$ cat config.mk
export PLATFORM = sky130hd
export DESIGN_NAME = psm_front_flat
export DESIGN_NICKNAME = d
export VERILOG_FILES = /design/src/sv/psm_pkg.sv /design/src/sv/psm_if.sv /design/src/sv/psm_front.sv /design/src/flat_wrapper.sv
export SDC_FILE = /design/constraint.sdc
export NUM_CORES = 1
export LEC_CHECK = 0
export BUFFER_PORTS_ARGS = -buffer_cell sky130_fd_sc_hd__buf_2
export CORE_MARGIN = 10
export CORE_UTILIZATION = 49
export DETAILED_ROUTE_END_ITERATION = 7
export PLACE_DENSITY = 0.84
export SYNTH_ARGS = -nofsm -noshare
export SYNTH_HDL_FRONTEND = slang
export SYNTH_SLANG_ARGS = --single-unit
$ cat constraint.sdc
create_clock -name clk_i -period 13.2 [get_ports clk_i]
set_input_delay 2.64 -clock clk_i [delete_from_list [all_inputs] [get_ports clk_i]]
set_output_delay 2.64 -clock clk_i [all_outputs]
set_load 0.01 [all_outputs]
$ cat src/sv/psm_pkg.sv
package psm_pkg;

  localparam int DefSources    = 4;
  localparam int DefQueueDepth = 16;

  localparam logic OP_PUSH = 1'b0;
  localparam logic OP_POP  = 1'b1;

  typedef enum logic [1:0] {
    ST_PUSH_OK    = 2'd0,
    ST_PUSH_FULL  = 2'd1,
    ST_POP_OK     = 2'd2,
    ST_POP_EMPTY  = 2'd3
  } status_e;

  typedef struct packed {
    logic [63:0] ev_time;
    logic [63:0] ev_seq;
    logic [7:0]  ev_kind;
    logic [63:0] ev_payload;
  } event_t;

  // Classified command handed from the front to the back
  typedef struct packed {
    logic       pop;
    logic       bad_src;
    logic [1:0] src;
    event_t     ev;
  } cmd_t;

endpackage

$ cat src/sv/psm_if.sv
interface psm_evt_if;
  logic        valid;
  logic        ready;
  logic        opcode;
  logic [63:0] event_time;
  logic [1:0]  source_id;
  logic [63:0] event_seq;
  logic [7:0]  event_kind;
  logic [63:0] event_payload;

  modport source (
    output valid, opcode, event_time, source_id, event_seq, event_kind, event_payload,
    input  ready
  );
  modport sink (
    input  valid, opcode, event_time, source_id, event_seq, event_kind, event_payload,
    output ready
  );
endinterface


$ cat src/sv/psm_front.sv
module psm_front #(
  parameter int SOURCES = 4
) (
  input  logic           clk_i,
  input  logic           rst_ni,
  psm_evt_if.sink        evt_i,
  output psm_pkg::cmd_t  cmd_o,
  output logic           cmd_valid_o,
  input  logic           cmd_ready_i
);
  import psm_pkg::*;

  cmd_t       q_mem [2];
  logic       wr_ptr_q, rd_ptr_q;
  logic [1:0] cnt_q;
  logic       push, pop;
  cmd_t       cmd_new;

  always_comb begin
    cmd_new.pop            = (evt_i.opcode == OP_POP);
    cmd_new.bad_src        = (32'(evt_i.source_id) >= SOURCES);
    cmd_new.src            = evt_i.source_id;
    cmd_new.ev.ev_time     = evt_i.event_time;
    cmd_new.ev.ev_seq      = evt_i.event_seq;
    cmd_new.ev.ev_kind     = evt_i.event_kind;
    cmd_new.ev.ev_payload  = evt_i.event_payload;
  end

  assign evt_i.ready = (cnt_q != 2'd2);
  assign push        = evt_i.valid && evt_i.ready;
  assign cmd_valid_o = (cnt_q != 2'd0);
  assign pop         = cmd_valid_o && cmd_ready_i;
  assign cmd_o       = q_mem[rd_ptr_q];

  always_ff @(posedge clk_i or negedge rst_ni) begin
    if (!rst_ni) begin
      wr_ptr_q <= 1'b0;
      rd_ptr_q <= 1'b0;
      cnt_q    <= 2'd0;
    end else begin
      if (push) wr_ptr_q <= !wr_ptr_q;
      if (pop)  rd_ptr_q <= !rd_ptr_q;
      cnt_q <= cnt_q + 2'(push) - 2'(pop);
    end
  end

  always_ff @(posedge clk_i) begin
    if (push) q_mem[wr_ptr_q] <= cmd_new;
  end

endmodule

$ cat src/flat_wrapper.sv
// flat-port wrapper written by rule: the top's interface ports become plain ports
module psm_front_flat import psm_pkg::*;
#(
  parameter int SOURCES = 4
)
  (clk_i, rst_ni, cmd_o, cmd_valid_o, cmd_ready_i, evt_i_valid, evt_i_opcode, evt_i_event_time, evt_i_source_id, evt_i_event_seq, evt_i_event_kind, evt_i_event_payload, evt_i_ready);
  psm_evt_if evt_i_i ();
  input  logic clk_i;
  input  logic rst_ni;
  output psm_pkg::cmd_t cmd_o;
  output logic cmd_valid_o;
  input  logic cmd_ready_i;
  input wire logic [$bits(evt_i_i.valid)-1:0] evt_i_valid;
  input wire logic [$bits(evt_i_i.opcode)-1:0] evt_i_opcode;
  input wire logic [$bits(evt_i_i.event_time)-1:0] evt_i_event_time;
  input wire logic [$bits(evt_i_i.source_id)-1:0] evt_i_source_id;
  input wire logic [$bits(evt_i_i.event_seq)-1:0] evt_i_event_seq;
  input wire logic [$bits(evt_i_i.event_kind)-1:0] evt_i_event_kind;
  input wire logic [$bits(evt_i_i.event_payload)-1:0] evt_i_event_payload;
  output wire logic [$bits(evt_i_i.ready)-1:0] evt_i_ready;
  assign evt_i_i.valid = evt_i_valid;
  assign evt_i_i.opcode = evt_i_opcode;
  assign evt_i_i.event_time = evt_i_event_time;
  assign evt_i_i.source_id = evt_i_source_id;
  assign evt_i_i.event_seq = evt_i_event_seq;
  assign evt_i_i.event_kind = evt_i_event_kind;
  assign evt_i_i.event_payload = evt_i_event_payload;
  assign evt_i_ready = evt_i_i.ready;
  psm_front #(.SOURCES(SOURCES)) u_core (.clk_i(clk_i), .rst_ni(rst_ni), .evt_i(evt_i_i), .cmd_o(cmd_o), .cmd_valid_o(cmd_valid_o), .cmd_ready_i(cmd_ready_i));
endmodule
Word level (Yosys, flattened, before mapping) --
Memory sizes are Yosys's and may differ from the RTL's. Cells that the tools add are included.
Storage, ports and cells: flip-flop bits (word level) 4, memories kept 1, bits of input ports 207, bits in writable memories 406, ROM bits 0, word-level logic and storage cells 14, bits in latches 0
Memory list:
- u_core.q_mem | words 2, bits a word 203, rd ports 1, clocked after Yosys merged registers in 0, wr ports 1, line psm_front.sv:13 | cmd_t q_mem [2];
Cells by class: shift-type cells 0, add/subtract/negate cells 2, multiply operators 0, magnitude comparators 0, muxes and demuxes 2, div/mod/pow operators 0, bitwise gates (word level) 0, reduce and logical (&&, ||, !) cells 5, equal/unequal tests 1
Operators by type and width (number):
- $add A2 B1 Y2 | 1
- $logic_and A1 B1 Y1 | 2
- $logic_not A1 Y1 | 2
- $mux W1 | 2
- $ne A2 B2 Y1 const B | 1
- $reduce_bool A2 Y1 | 1
- $sub A2 B1 Y2 | 1

Logic depth before layout (Yosys ltp) --
Gate-level depths: netlist of run 1.
depth in word-level cells 4, gate-level depth with buffers 7, gate-level depth less buffers 7

Worst setup path before layout of run 1 --
No wires, ideal clock.
path type input to register, start input port evt_i_valid, end memory u_core.q_mem[0][0] (netlist name), enable pin, setup slack 1.284 ns, stages 2, arrival time 11.147 ns, cells stage by stage nand2_1 > nor2_1
On the way: word-level cells in the longest chain between the ends 3
Ends and longest elaborated chain:
- start, declared | line flat_wrapper.sv:13 | input wire logic [$bits(evt_i_i.valid)-1:0] evt_i_valid;
- $logic_and A1 B1 Y1 | line psm_front.sv:30 | assign push = evt_i.valid && evt_i.ready;
- $mux W1 | line psm_front.sv:48 | if (push) q_mem[wr_ptr_q] <= cmd_new;
- $mux W1 (not written as such) | line psm_front.sv:48
- end, declared | line psm_front.sv:13
No other way between the ends.

==> results of run 1 <==
## placed cells by master, fill, tap and decap left out
cell        synthesis  final
nand2_1             1      1
and3_4              0      1
dfrtp_4             0      1
buf_2               4    411
inv_1               3      3
mux2_2             43     43
and2_1              1      1
dfrtp_1             4      3
nor2_4              0      1
or2_2               1      1
ha_1                2      2
clkbuf_16           0     43
clkinvlp_4          0      2
buf_4               1      8
edfxtp_1          406    406
clkbuf_1            0      9
clkinv_2            0      7
xor2_1              1      1
clkbuf_8            0      1
mux2_4            160    160
clkinv_1            0      5
diode_2             0     11
conb_1              1      1
bufinv_16           0      2
nand2b_1            1      1
xnor2_1             3      3
inv_6               0      1
## area by class of cell
cell class              count  area, um^2
diodes                     11       27.53
clock buffers              53        1124
clock inverters            17       137.6
fillers                  2199       12180
inverters                   3       11.26
multi-input cells         216        2995
flip-flops and latches    410       12300
well taps                 402       503.0
repair buffers            419        2117
## final timing paths
path / startpoint / endpoint / slack, ns
max: u_core.rd_ptr_q$_DFFE_PN0P_ / cmd_o[12] / 6.88
min: u_core.cnt_q[1]$_DFF_PN0_ / u_core.cnt_q[1]$_DFF_PN0_ / 0.51
min reg2reg: u_core.cnt_q[1]$_DFF_PN0_ / u_core.cnt_q[1]$_DFF_PN0_ / 0.51
min in group asynchronous: rst_ni / u_core.cnt_q[1]$_DFF_PN0_ / 1.93
max reg2reg: u_core.cnt_q[1]$_DFF_PN0_ / u_core.q_mem[0][14]$_DFFE_PP_ / 10.08
max in group asynchronous: rst_ni / u_core.rd_ptr_q$_DFFE_PN0P_ / 11.13
## logic make-up (layout without fill, tap and decap cells)
logic type | after synthesis | after routing
muxes | 203 | 203
xor gates and xnor gates | 4 | 4
other | 1 | 12
DFF | 410 | 410
buffers and inverters | 27 | 492
and+or+nand+nor | 6 | 6
adders and majority gates | 2 | 2
## metrics by stage
| stage | std cells | hold WS (ns) | utilization [%] |
|---|---|---|---|
| floorplan | 653 | 0.4597 | - |
| global placement | 1450 | 0.4866 | 57.09 |
| detailed placement | 1450 | 0.4989 | 57.09 |
| CTS | 1520 | 0.5143 | 61.11 |
| global route | 1528 | 0.5294 | 61.17 |
| finish | 1531 | 0.5065 | 61.20 |
## worst max-delay path, stage by stage, from the launching register on
cell and delay, ns:
dfrtp_4 0.76, buf_4 0.78, buf_4 0.95, mux2_2 0.43, buf_2 0.14
## power breakdown
group          internal [mW]  switching [mW]
clock network          0.637           0.446
logic                  0.670           0.704
registers               1.79           0.101
## registers in the layout (all words and copies together), names as in the netlist
name and count:
u_core.rd_ptr_q 1, u_core.q_mem 406, u_core.cnt_q 2, u_core.wr_ptr_q 1
## per-layer routing
metal,vias to the layer above,track usage [%]
met2,298,28.58
met1,3761,18.78
met5,-,0
met3,71,5.347
met4,6,7.289
li1,3487,-
==> metrics.txt, run 1 <==
# TYPE chip_impl_metric gauge
chip_impl_metric{name="wl_per_cell",unit="um"} 22.39
chip_impl_metric{name="synth-adder-area-share",unit="%"} 0.1612
chip_impl_metric{name="report.final.setup_viol",unit=""} 0
chip_impl_info{name="ys_top_cells_by_count",value="edfxtp_1 (406), mux2_4 (160), mux2_2 (43), buf_6 (19)"} 1
chip_impl_info{name="synth_top_family_by_area",value="multiplexers"} 1
chip_impl_metric{name="placed_cell_area",unit="um^2"} 17920
chip_impl_metric{name="synth-edff-count",unit=""} 406
chip_impl_metric{name="clockBufferDepth",unit=""} 3
chip_impl_metric{name="num-nets-final",unit=""} 1300
chip_impl_metric{name="asyncSetResetFlopFracSynth",unit="%"} 0.9756
chip_impl_metric{name="synthesis.area_per_instance",unit="um^2"} 23.78
chip_impl_metric{name="cts_sinks",unit=""} 410
chip_impl_metric{name="met2_wirelength",unit="um"} 17730
chip_impl_metric{name="clock-skew-final",unit="ns"} 0.01134
chip_impl_info{name="crit_path_end_kind",value="output pin"} 1
chip_impl_metric{name="stdcell_area",unit="um^2"} 19210
chip_impl_info{name="dr.max_layer_used",value="met5"} 1
chip_impl_info{name="outcome",value="completed"} 1
chip_impl_metric{name="synthSimpleGateAreaFrac",unit="%"} 0.2095
chip_impl_metric{name="cts_inserted_buffers",unit=""} 41
chip_impl_metric{name="final_critical_path_setup_slack",unit="ns"} 6.884
chip_impl_metric{name="post-route-period-util",unit="%"} 47.85
chip_impl_metric{name="power_density",unit="nW/um^2"} 226.2
chip_impl_metric{name="cp.arrival",unit="ns"} 3.68
chip_impl_metric{name="grt_start_max_net_pins",unit=""} 77
chip_impl_metric{name="drcViolationCount",unit=""} 0
chip_impl_metric{name="port-buffer-count",unit=""} 411
chip_impl_metric{name="synthDistinctLibCells",unit=""} 18
chip_impl_info{name="cts_tree",value="yes"} 1
chip_impl_info{name="synth_most_common_cell",value="edfxtp_1"} 1
chip_impl_metric{name="met3_wirelength",unit="um"} 2754
chip_impl_metric{name="drv_cap",unit=""} 0
chip_impl_metric{name="total_routing_usage_reported_by_global_routing",unit="%"} 16.68
chip_impl_metric{name="yosys_register_bits",unit=""} 410
chip_impl_metric{name="post-dp-hpwl",unit="um"} 24580
chip_impl_metric{name="worst_slack_placed",unit="ns"} 7.358
chip_impl_info{name="synth_flop_cell",value="edfxtp_1"} 1
chip_impl_metric{name="synthesis.instances",unit=""} 653
chip_impl_metric{name="core_region_area",unit="um^2"} 31390
chip_impl_metric{name="cts_resized",unit=""} 0
chip_impl_metric{name="first_global_vias",unit=""} 8188
chip_impl_metric{name="slew_headroom",unit="%"} 28.91
chip_impl_metric{name="post-synth-top-area-fraction",unit="%"} 78.52
chip_impl_metric{name="tightestPinTransition",unit="ns"} 1.066
chip_impl_metric{name="fraction_of_layout_instances_using_a_drive_strength_above_1",unit="%"} 61.00
chip_impl_metric{name="finalMaxSlewViolations",unit=""} 0
chip_impl_metric{name="ctsHoldBuffers",unit=""} 0
chip_impl_metric{name="dieArea",unit="um^2"} 39210
chip_impl_metric{name="synthesis.yosys.warnings",unit=""} 0
chip_impl_info{name="clock_tree.root_cell",value="clkbuf_16"} 1
chip_impl_metric{name="syn_to_final_growth",unit="%"} 23.72
chip_impl_metric{name="syn_area",unit="um^2"} 15530
chip_impl_metric{name="detail_route.wirelength",unit="um"} 34290
chip_impl_info{name="synth_top_cells_by_area",value="edfxtp_1 (79%), mux2_4 (15%), mux2_2 (3.1%)"} 1
chip_impl_metric{name="required_time_of_the_worst_setup_path",unit="ns"} 10.56
chip_impl_metric{name="initial_core_utilization",unit="%"} 49.46
chip_impl_metric{name="gp_congestion",unit=""} 0.8159
chip_impl_metric{name="synth-seq-area-share",unit="%"} 79.16
chip_impl_metric{name="postRouteAntennaNets",unit=""} 0
chip_impl_metric{name="synth_compound_area_share",unit="%"} 0
chip_impl_info{name="grt_setup_unrepaired",value="false"} 1
chip_impl_info{name="setup.worst_path.start_class",value="flop"} 1
chip_impl_metric{name="clk_transition_reported_paths",unit="ns"} 0.06
chip_impl_metric{name="synth.net_count",unit=""} 862
chip_impl_metric{name="chipHeight",unit="um"} 198.0
chip_impl_metric{name="cts.htree.levels",unit=""} 2
chip_impl_metric{name="grt_pass1_wl",unit="um"} 49580
chip_impl_metric{name="drt_iter0_markers",unit=""} 397
chip_impl_metric{name="first_pass_iters",unit=""} 4
chip_impl_metric{name="timing.setup.tns",unit="ns"} 0
chip_impl_metric{name="post_drt_via_cell_ratio",unit=""} 4.979
chip_impl_metric{name="p_total",unit="mW"} 4.345
chip_impl_metric{name="placementRows",unit=""} 65
chip_impl_info{name="crit_type",value="reg -> out"} 1
chip_impl_metric{name="worst_r2r_path_depth",unit=""} 5
chip_impl_metric{name="via_count",unit=""} 7623
chip_impl_metric{name="post_synth_xor_area_fraction",unit="%"} 0.2256
chip_impl_metric{name="grt_ovf",unit=""} 0
chip_impl_metric{name="hold_viol_final",unit=""} 0
chip_impl_metric{name="multiplexer_share_of_the_synthesized_area",unit="%"} 18.59
chip_impl_metric{name="path_max_fanout",unit=""} 61
chip_impl_metric{name="wl_met1",unit="um"} 12640
chip_impl_metric{name="vdd.ir_drop.worst",unit="uV"} 165.7
chip_impl_metric{name="power_leakage",unit="nW"} 7.635
chip_impl_info{name="min_delay_path_class",value="reg -> reg"} 1
chip_impl_metric{name="fmax",unit="MHz"} 158.3
chip_impl_info{name="synth_top_cell_by_area",value="edfxtp_1"} 1
chip_impl_metric{name="clock_latency",unit="ns"} 0.52
chip_impl_metric{name="post-cts-setup-buffers",unit=""} 0
chip_impl_metric{name="hold_depth",unit=""} 1
chip_impl_metric{name="die_w",unit="um"} 198.0
chip_impl_metric{name="pin_count",unit=""} 413
chip_impl_metric{name="post-route-min-period",unit="ns"} 6.316
chip_impl_metric{name="grt_antenna_before_repair",unit=""} 12
(Power assumes the default switching activity.)
==> run 2: changes to the inputs <==
- clock period: 13.2 -> 5.86 ns (I/O delays scaled with it)
==> run 2 against run 1 <==
Clock power up 140%. Flip-flop and latch count unchanged. Register-to-register slack worse by 6.6 ns. Utilization up 0.47 points. Routed wire length down 2.6%.
==> metrics.txt, run 2 (same netlist as run 1, synthesis figures left out) <==
# TYPE chip_impl_metric gauge
chip_impl_info{name="outcome",value="completed"} 1
chip_impl_metric{name="port-buffer-count",unit=""} 411
chip_impl_metric{name="clock_latency",unit="ns"} 0.51
chip_impl_metric{name="initial_core_utilization",unit="%"} 49.46
chip_impl_metric{name="buffering_stage_count_on_the_worst_path_with_inverters_included",unit=""} 2
chip_impl_metric{name="cp_num_cells",unit=""} 3
chip_impl_info{name="clock_tree.root_cell",value="clkbuf_16"} 1
chip_impl_metric{name="ctsHoldBuffers",unit=""} 0
chip_impl_metric{name="detail_route.wirelength",unit="um"} 33400
chip_impl_metric{name="total_routing_usage_reported_by_global_routing",unit="%"} 16.33
chip_impl_metric{name="internal-power",unit="mW"} 7.104
chip_impl_metric{name="clk_transition_reported_paths",unit="ns"} 0.05
chip_impl_metric{name="drcViolationCount",unit=""} 0
chip_impl_metric{name="num-nets-final",unit=""} 1301
chip_impl_metric{name="first_pass_iters",unit=""} 4
chip_impl_metric{name="dieArea",unit="um^2"} 39210
chip_impl_metric{name="report.final.setup_viol",unit=""} 0
chip_impl_metric{name="post-route-period-util",unit="%"} 66.37
chip_impl_metric{name="drv_cap",unit=""} 0
chip_impl_metric{name="worst_r2r_path_depth",unit=""} 3
chip_impl_metric{name="syn_to_final_growth",unit="%"} 24.68
chip_impl_info{name="slowest_stage",value="dfrtp_4"} 1
chip_impl_metric{name="post_drt_via_cell_ratio",unit=""} 4.963
chip_impl_metric{name="cp.arrival",unit="ns"} 2.72
chip_impl_metric{name="fin_hold_ws",unit="ns"} 0.4563
chip_impl_info{name="registers.top_by_ff_count",value="u_core.q_mem"} 1
chip_impl_metric{name="cts_sinks",unit=""} 410
chip_impl_metric{name="fraction_of_layout_instances_using_a_drive_strength_above_1",unit="%"} 61.05
chip_impl_info{name="layout_commonest_cell",value="buf_2"} 1
chip_impl_metric{name="cts.htree.levels",unit=""} 2
chip_impl_metric{name="post-route-min-period",unit="ns"} 3.889
chip_impl_info{name="min_delay_path_class",value="in -> async"} 1
chip_impl_metric{name="required_time_of_the_worst_setup_path",unit="ns"} 4.69
chip_impl_metric{name="die_w",unit="um"} 198.0
chip_impl_metric{name="chipHeight",unit="um"} 198.0
chip_impl_info{name="mostFrequentLayoutCells",value="buf_2 (411), edfxtp_1 (406), mux2_4 (160), clkbuf_16 (45), mux2_2 (43)"} 1
chip_impl_metric{name="core_region_area",unit="um^2"} 31390
chip_impl_metric{name="post-dp-hpwl",unit="um"} 23470
chip_impl_metric{name="gp_congestion",unit=""} 0.7584
chip_impl_metric{name="post-cts-setup-buffers",unit=""} 0
chip_impl_metric{name="cts_resized",unit=""} 0
chip_impl_metric{name="power.combinational.fraction",unit="%"} 31.0
chip_impl_metric{name="pin_count",unit=""} 413
chip_impl_metric{name="power_switching",unit="mW"} 2.858
chip_impl_metric{name="via_count",unit=""} 7608
chip_impl_info{name="crit_family",value="flip-flops"} 1
chip_impl_metric{name="clockBufferDepth",unit=""} 3
chip_impl_metric{name="placementRows",unit=""} 65
chip_impl_metric{name="path_max_fanout",unit=""} 82
chip_impl_metric{name="clock-skew-final",unit="ns"} 0.008708
chip_impl_metric{name="fillers",unit=""} 2194
chip_impl_metric{name="cts_inserted_buffers",unit=""} 43
chip_impl_metric{name="postRouteAntennaNets",unit=""} 0
chip_impl_info{name="crit_path_end_kind",value="output pin"} 1
chip_impl_info{name="top_regs",value="u_core.q_mem: 406 flops, u_core.cnt_q: 2 flops"} 1
chip_impl_metric{name="power_density",unit="nW/um^2"} 514.6
chip_impl_metric{name="critical_path.max_stage_delay",unit="ns"} 1.00
chip_impl_metric{name="power.switching_fraction",unit="%"} 28.69
chip_impl_metric{name="hold_viol_final",unit=""} 0
chip_impl_metric{name="first_global_vias",unit=""} 8306
chip_impl_metric{name="wl_per_cell",unit="um"} 21.78
chip_impl_metric{name="power_leakage",unit="nW"} 7.694
chip_impl_metric{name="fmax",unit="MHz"} 257.1
chip_impl_metric{name="grt_ovf",unit=""} 0
chip_impl_metric{name="timing.setup.tns",unit="ns"} 0
chip_impl_info{name="worstPathCellList",value="buf_12, mux2_4, buf_2"} 1
chip_impl_metric{name="grt_pass1_wl",unit="um"} 48910
chip_impl_metric{name="largest_reg_flops",unit=""} 406
chip_impl_metric{name="finalMaxSlewViolations",unit=""} 0
chip_impl_metric{name="power_frac_clock",unit="%"} 26.2
chip_impl_metric{name="register_area",unit="um^2"} 12300
chip_impl_metric{name="vdd.ir_drop.worst",unit="uV"} 413.6
chip_impl_metric{name="multi_input_comb_area",unit="um^2"} 2995
chip_impl_metric{name="drt_iter0_markers",unit=""} 348
chip_impl_info{name="grt_setup_unrepaired",value="false"} 1
chip_impl_info{name="setup.worst_path.start_class",value="flop"} 1
chip_impl_metric{name="slew_headroom",unit="%"} 32.83
chip_impl_metric{name="sequentialPowerShare",unit="%"} 42.8
chip_impl_metric{name="tightestPinTransition",unit="ns"} 1.008
chip_impl_metric{name="grt_antenna_before_repair",unit=""} 9
chip_impl_metric{name="grt_start_max_net_pins",unit=""} 104
chip_impl_info{name="crit_type",value="reg -> out"} 1
chip_impl_info{name="cts_tree",value="yes"} 1
run 2: changes by cell type in the layout (fill, tap and decap cells not counted):
cell / delta
bufinv_16: +2
buf_4: -5
clkbuf_1: -1
clkinv_4: +1
clkinv_1: +2
buf_12: +4
diode_2: -2
clkinv_2: -1
clkinvlp_4: +1
clkbuf_16: +2
clkbuf_8: -1
run 2: metrics by stage:
| step | std cells | instance area, um^2 | util (%) | setup slack (ns) | power, mW |
|---|---|---|---|---|---|
| after floorplan | 653 | 15540 | - | 1.129 | 6.435 |
| after global routing | 1530 | 19350 | 61.65 | 1.851 | 10.41 |
| after detailed placement | 1449 | 17960 | 57.23 | 2.515 | 7.475 |
| after global placement | 1449 | 17960 | 57.23 | 2.539 | 7.387 |
| after CTS | 1524 | 19340 | 61.60 | 1.929 | 10.11 |
| final | 1533 | 19360 | 61.67 | 1.971 | 9.962 |
run 2: final timing paths:
| kind | start | slack, ns | endpoint |
|---|---|---|---|
| setup / recovery | u_core.rd_ptr_q$_DFFE_PN0P_ | 1.97 | cmd_o[126] |
| hold / removal | rst_ni | 0.46 | u_core.cnt_q[0]$_DFF_PN0_ |
| setup reg to reg | u_core.cnt_q[1]$_DFF_PN0_ | 3.52 | u_core.q_mem[1][68]$_DFFE_PP_ |
| hold reg to reg | u_core.cnt_q[1]$_DFF_PN0_ | 0.53 | u_core.cnt_q[1]$_DFF_PN0_ |
| max in group asynchronous | rst_ni | 5.26 | u_core.rd_ptr_q$_DFFE_PN0P_ |
| min in group clk_i | u_core.cnt_q[1]$_DFF_PN0_ | 0.53 | u_core.cnt_q[1]$_DFF_PN0_ |
run 2: area by class of cell:
| type | instances | area share, % |
|---|---|---|
| sequential | 410 | 63.51 |
| multi-input combinational | 216 | 15.47 |
| timing repair buffer | 418 | 11.15 |
| clock buffer | 53 | 5.972 |
| tap | 402 | 2.598 |
| clock inverter | 22 | 1.118 |
| antenna | 9 | 0.1163 |
| inverter | 3 | 0.05817 |
run 2: power by group through the flow:
stage	combinational (mW)	sequential, mW	clock, mW
4_1_cts	3.16	4.27	2.68
3_5_place_dp	3.15	4.33	0
2_1_floorplan	2.20	4.24	0
6_report	3.09	4.26	2.61
5_1_grt	3.30	4.32	2.80
3_3_place_gp	3.11	4.28	0
run 2: routing by layer:
metal	wire length, um	GRT usage, %
met5	13	0
met4	967	6.207
met3	2581	5.432
met2	17460	28.73
met1	12380	17.94
